`config.mk`:
```
export PLATFORM = sky130hd
export DESIGN_NAME = pli_sequencer
export DESIGN_NICKNAME = d
export VERILOG_FILES = /design/src/pli_pkg.sv /design/src/pli_sequencer.sv
export SDC_FILE = /design/constraint.sdc
export NUM_CORES = 1
export LEC_CHECK = 0
export ABC_AREA = 1
export BUFFER_PORTS_ARGS = -buffer_cell sky130_fd_sc_hd__buf_2
export CAP_MARGIN = 30
export CORE_MARGIN = 2
export CORE_UTILIZATION = 48
export DETAILED_ROUTE_END_ITERATION = 12
export PLACE_DENSITY = 0.71
export SYNTH_ARGS = -nofsm -noshare
export SYNTH_HDL_FRONTEND = slang
export SYNTH_SLANG_ARGS = --single-unit
```
`constraint.sdc`:
```
create_clock -name clock -period 2.1 [get_ports clock]
set_input_delay 0 -clock clock [delete_from_list [all_inputs] [get_ports clock]]
set_output_delay 0 -clock clock [all_outputs]
set_load 0.1 [all_outputs]
```
`src/pli_pkg.sv`:
```
// Shared types, codes and the control store for the piecewise linear interpolator.
// Depends on nothing; the datapath, sequencer and top level import it.
`default_nettype none
package pli_pkg;

   localparam int KNOT_INDEX_W = 6;
   localparam int KNOT_SLOTS   = 2 ** KNOT_INDEX_W;
   localparam int PC_W         = 5;

   localparam logic CMD_LOAD  = 1'b0;
   localparam logic CMD_QUERY = 1'b1;

   localparam logic [1:0] STATUS_OK    = 2'd0;
   localparam logic [1:0] STATUS_EMPTY = 2'd1;
   localparam logic [1:0] STATUS_EQUAL = 2'd2;

   localparam logic signed [31:0] VALUE_MAX = 32'sh7FFF_FFFF;
   localparam logic signed [31:0] VALUE_MIN = 32'sh8000_0000;

   typedef logic [PC_W-1:0] pc_type;

   localparam pc_type PC_IDLE     = 5'd0;
   localparam pc_type PC_BEGIN    = 5'd1;
   localparam pc_type PC_X0       = 5'd2;
   localparam pc_type PC_SCAN     = 5'd3;
   localparam pc_type PC_DECIDE   = 5'd4;
   localparam pc_type PC_READ_YR  = 5'd5;
   localparam pc_type PC_DIFF     = 5'd6;
   localparam pc_type PC_MUL_LO   = 5'd7;
   localparam pc_type PC_MUL_HI   = 5'd8;
   localparam pc_type PC_ACC      = 5'd9;
   localparam pc_type PC_DIV_INIT = 5'd10;
   localparam pc_type PC_DIV      = 5'd11;
   localparam pc_type PC_SUM      = 5'd12;
   localparam pc_type PC_CLAMP    = 5'd13;
   localparam pc_type PC_EMPTY    = 5'd14;
   localparam pc_type PC_PUSH     = 5'd15;
   localparam pc_type PC_LOAD     = 5'd16;

   typedef enum logic [4:0] {
      OP_NOP,
      OP_IDLE,
      OP_LOAD,
      OP_BEGIN,
      OP_TAKE_X0,
      OP_SCAN,
      OP_DECIDE,
      OP_READ_YR,
      OP_DIFF,
      OP_MUL_LO,
      OP_MUL_HI,
      OP_ACC,
      OP_DIV_INIT,
      OP_DIV,
      OP_SUM,
      OP_CLAMP,
      OP_EMPTY,
      OP_PUSH
   } op_type;

   typedef enum logic [2:0] {
      JMP_NEXT,
      JMP_GOTO,
      JMP_IF,
      JMP_WAIT,
      JMP_DISPATCH
   } jump_type;

   typedef enum logic [2:0] {
      COND_NONE,
      COND_EMPTY,
      COND_SINGLE,
      COND_SCAN_END,
      COND_CLAMP,
      COND_DIV_END,
      COND_OUT_FREE
   } cond_type;

   typedef struct packed {
      op_type   op;
      jump_type jump;
      cond_type cond;
      pc_type   target;
   } ctrl_type;

   typedef struct packed {
      logic empty;
      logic single;
      logic scan_end;
      logic clamp;
      logic div_end;
      logic out_free;
   } flags_type;

   function automatic ctrl_type ucode(pc_type pc);
      ctrl_type c;
      case (pc)
         PC_IDLE:     c = '{OP_IDLE,     JMP_DISPATCH, COND_NONE,     PC_LOAD};
         PC_BEGIN:    c = '{OP_BEGIN,    JMP_IF,       COND_EMPTY,    PC_EMPTY};
         PC_X0:       c = '{OP_TAKE_X0,  JMP_IF,       COND_SINGLE,   PC_DECIDE};
         PC_SCAN:     c = '{OP_SCAN,     JMP_WAIT,     COND_SCAN_END, PC_DECIDE};
         PC_DECIDE:   c = '{OP_DECIDE,   JMP_IF,       COND_CLAMP,    PC_CLAMP};
         PC_READ_YR:  c = '{OP_READ_YR,  JMP_NEXT,     COND_NONE,     PC_IDLE};
         PC_DIFF:     c = '{OP_DIFF,     JMP_NEXT,     COND_NONE,     PC_IDLE};
         PC_MUL_LO:   c = '{OP_MUL_LO,   JMP_NEXT,     COND_NONE,     PC_IDLE};
         PC_MUL_HI:   c = '{OP_MUL_HI,   JMP_NEXT,     COND_NONE,     PC_IDLE};
         PC_ACC:      c = '{OP_ACC,      JMP_NEXT,     COND_NONE,     PC_IDLE};
         PC_DIV_INIT: c = '{OP_DIV_INIT, JMP_NEXT,     COND_NONE,     PC_IDLE};
         PC_DIV:      c = '{OP_DIV,      JMP_WAIT,     COND_DIV_END,  PC_SUM};
         PC_SUM:      c = '{OP_SUM,      JMP_GOTO,     COND_NONE,     PC_PUSH};
         PC_CLAMP:    c = '{OP_CLAMP,    JMP_GOTO,     COND_NONE,     PC_PUSH};
         PC_EMPTY:    c = '{OP_EMPTY,    JMP_NEXT,     COND_NONE,     PC_IDLE};
         PC_PUSH:     c = '{OP_PUSH,     JMP_WAIT,     COND_OUT_FREE, PC_IDLE};
         PC_LOAD:     c = '{OP_LOAD,     JMP_GOTO,     COND_NONE,     PC_IDLE};
         default:     c = '{OP_NOP,      JMP_GOTO,     COND_NONE,     PC_IDLE};
      endcase
      return c;
   endfunction

endpackage
`default_nettype wire

```
`src/pli_sequencer.sv`:
```
// Microcode sequencer: step counter, control store lookup and conditional jumps.
// Depends on pli_pkg for the control word, flags and the program.
`default_nettype none
module pli_sequencer import pli_pkg::*; (
   input  wire logic      clock,
   input  wire logic      reset,
   input  wire logic      req_valid,
   input  wire logic      req_cmd,
   input  wire flags_type flags,
   output ctrl_type       ctrl
);

   pc_type pc_ff, pc_in;
   logic   hit;

   always_comb begin
      ctrl = ucode(pc_ff);
      case (ctrl.cond)
         COND_NONE:     hit = 1'b0;
         COND_EMPTY:    hit = flags.empty;
         COND_SINGLE:   hit = flags.single;
         COND_SCAN_END: hit = flags.scan_end;
         COND_CLAMP:    hit = flags.clamp;
         COND_DIV_END:  hit = flags.div_end;
         COND_OUT_FREE: hit = flags.out_free;
         default:       hit = 1'b0;
      endcase
      case (ctrl.jump)
         JMP_NEXT: pc_in = pc_ff + PC_W'(1);
         JMP_GOTO: pc_in = ctrl.target;
         JMP_IF:   pc_in = hit ? ctrl.target : pc_ff + PC_W'(1);
         JMP_WAIT: pc_in = hit ? ctrl.target : pc_ff;
         JMP_DISPATCH: begin
            if (!req_valid) begin
               pc_in = pc_ff;
            end else if (req_cmd == CMD_LOAD) begin
               pc_in = ctrl.target;
            end else begin
               pc_in = pc_ff + PC_W'(1);
            end
         end
         default: pc_in = PC_IDLE;
      endcase
   end

   always_ff @(posedge clock) begin
      if (reset) begin
         pc_ff <= PC_IDLE;
      end else begin
         pc_ff <= pc_in;
      end
   end

endmodule
`default_nettype wire

```
==> impl_metrics.toml <==
[setup_path]
r2r_cells = 14
cpMostUsedCell = "inv_2"
slowest_delay_ps = 380
critPathRequiredTime_ps = 2320
start_kind = "register"
worst_path_max_delay_cell = "dfxtp_4"
r2r_setup_slack_ps = 90
crit_arrival_ps = 2230
cp_max_fo = 7
cpLargestDelayFamily = "simple AND/OR/NAND/NOR gates"
worstSetupEndpointType = "register"
path_buf_inv = 5
r2r_start = "ctrl[5]$_SDFF_PP0_"
worstSetupPathType = "reg2reg"
cp_cell_sequence = "inv_2, nand3_1, nand2_1, inv_2, nand2_4, nand2_4, a21oi_4, buf_6, inv_2, nand2_2, nand3_4, buf_4, o211ai_1, nor2_1"
rr_endpoint = "ctrl[5]$_SDFF_PP0_"

[clocking]
ctsLongestPathBuffers = 2
cts_tree = "done"
clock_latency_ps = 310
clock_sinks = 20
cts_inserted_buffers = 3
htreeDepth = 1
path_clk_slew_ps = 120
cts_root_buf = "clkbuf_4"

[routing]
routedWlPerCell_um = 12.5
dr.first_iter.drc_count = 62
wirelength_um = 3280
vias_per_cell = 5.11
dr.pass1.iters = 4
drtAntennaViolNets = 0
drcViolationCount = 0
num_vias = 1343

[placed_design]
hpwl_um = 2420
dp_slack_ps = 86.4
portBuffers = 25
gp_congestion = 0.906

[yosys]
yosysTopAreaCellShare_pct = 30.9
avgSynthCellArea_um2 = 6.86
seq_area_frac_synth_pct = 30.9
yosys.area.top_type = "dfxtp_1"
synth_cell_types = 32
netlist_area_um2 = 1300
ys_warn_count = 0
synth_seq_cells = 20
synth_edf_count = 0
ys_top_cells_by_area = "dfxtp_1 (31%), nand2_1 (13%), nand3_1 (8.1%)"
synthArstFlopShare_pct = 0
synth_nets = 204
synth-main-ff-cell = "dfxtp_1"
syn-instance-count = 189

[timing]
rsz0062_at_grt = "true"
setup_violations = 0
tightest_slew_ps = 488
max_slew_margin_pct = 67.7
fin_crit_sh_pct = 95.7
fin_skew_ps = 8.08
hold_viol = 0
finalMaxSlewViolations = 0
fin_crit_ps = 2010
fmax_mhz = 498
finalWorstSetupSlack_ps = 90.2

[global_routing]
grt_pass1_vias = 1204
antenna_found_initial = 0
grt_overflow_total = 0
grt_max_degree = 13
grt_pass1_wl_um = 5060
gr-usage-all-layers_pct = 20.3

[cells_and_area]
final_common_cell = "nand2_1"
diodes = 0
layout_common_cells = "nand2_1 (43), inv_1 (25), buf_2 (25), nand3_1 (17), buf_4 (15)"
layout-drive-gt1-share_pct = 37.8
syn_to_final_growth_pct = 32.1
layout.nets = 249

[worst_hold_path]
min_path_cells = 6
min_from = "req_cmd"
hp-class = "in2reg"
hold_end = "pc_ff[4]$_SDFFE_PP0N_"

[die]
core_area_um2 = 2520
ios = 26
die_y_um = 56.0
start_util_pct = 51.4
die_area_um2 = 3130
dieWidth_um = 56.0
num_rows = 18

[run_status]
outcome = "completed"

[run]
max-cap-violations = 0
-- area by class of cell --
| class | instances | area, um2 |
|---|---|---|
| clock buffer | 3 | 22.5 |
| clock inverter | 1 | 30.0 |
| fill | 218 | 810 |
| inverter | 34 | 135 |
| multi-input combinational | 132 | 793 |
| sequential | 20 | 424 |
| tap | 30 | 37.5 |
| timing repair buffer | 43 | 270 |
-- what timing repair did --
item,4_1_cts,5_1_grt
buffers inserted,0,11
hold buffers,1,0
gates resized for setup,0,17
setup endpoints to repair,0,12
hold endpoints to repair,1,0
-- registers in the layout, indices dropped and copies added, names as in the netlist --
| name | flops |
|---|---|
| ctrl | 15 |
| pc_ff | 5 |
-- worst max path at each step --
stage | slack [ps] | cells after the start | start | endpoint
3_3_place_gp | 90 | 10 | ctrl[9]$_SDFF_PP0_ | ctrl[14]$_SDFF_PP0_
6_report | 90 | 14 | ctrl[5]$_SDFF_PP0_ | ctrl[5]$_SDFF_PP0_
4_1_cts | 60 | 13 | ctrl[5]$_SDFF_PP0_ | ctrl[0]$_SDFF_PP0_
5_1_grt | -50 | 14 | ctrl[6]$_SDFF_PP0_ | ctrl[9]$_SDFF_PP0_
2_1_floorplan | -10 | 12 | ctrl[8]$_SDFF_PP1_ | ctrl[14]$_SDFF_PP0_
3_5_place_dp | 90 | 10 | pc_ff[0]$_SDFFE_PP0N_ | ctrl[1]$_SDFF_PP0_
-- synthesized netlist by cell type (2+ instances only) --
cell type  count
nand2_1       44
inv_1         26
nand3_1       21
dfxtp_1       20
nor2_1        17
a21oi_1        8
inv_2          7
ha_1           5
nand4_1        5
o21ai_1        5
nand2_4        3
nand3_2        3
a22oi_1        2
nand2_2        2
nand3_4        2
nor2_2         2
o211ai_1       2
-- tightest hold or removal path, cell delays in order --
cell and delay [ps]:
buf_2 140, o21ai_0 90, nand2_1 70, nand2_1 50
o21ai_1 70, nor2_1 90
-- layer usage --
| layer | vias to the layer above | global-route usage, % | wire [um] |
|---|---|---|---|
| met5 | - | 0 | 0 |
| met4 | 0 | 10.5 | 47 |
| met3 | 4 | 3.26 | 164 |
| met2 | 42 | 33.8 | 1640 |
| met1 | 604 | 24.9 | 1430 |
| li1 | 693 | - | - |
-- through the flow --
step / instances / utilization, % / TNS (ps) / cell area (um2) / hold WS (ps)
floorplan: 189 / - / -10.6 / 1320 / 190
global placement: 248 / 60.0 / 0 / 1510 / 243
detailed placement: 248 / 60.0 / 0 / 1510 / 241
CTS: 253 / 62.5 / 0 / 1580 / 238
global route: 263 / 67.9 / -315 / 1710 / 264
finish: 263 / 67.9 / 0 / 1710 / 248
-- cell families (layout without fill, tap and decap cells) --
logic type | count (synthesis) | in the layout | share of synthesized area [%]
buffers and inverters | 37 | 81 | 11.7
AOI/OAI and AO/OA | 20 | 20 | 9.65
adders and majority gates | 5 | 5 | 4.83
and+or+nand+nor | 105 | 105 | 41.6
xor gates and xnor gates | 2 | 2 | 1.35
DFF | 20 | 20 | 30.9
Power is left out: the tool's default activity adds up to more than one toggle a clock period on the data nets, which glitch-free logic cannot reach.
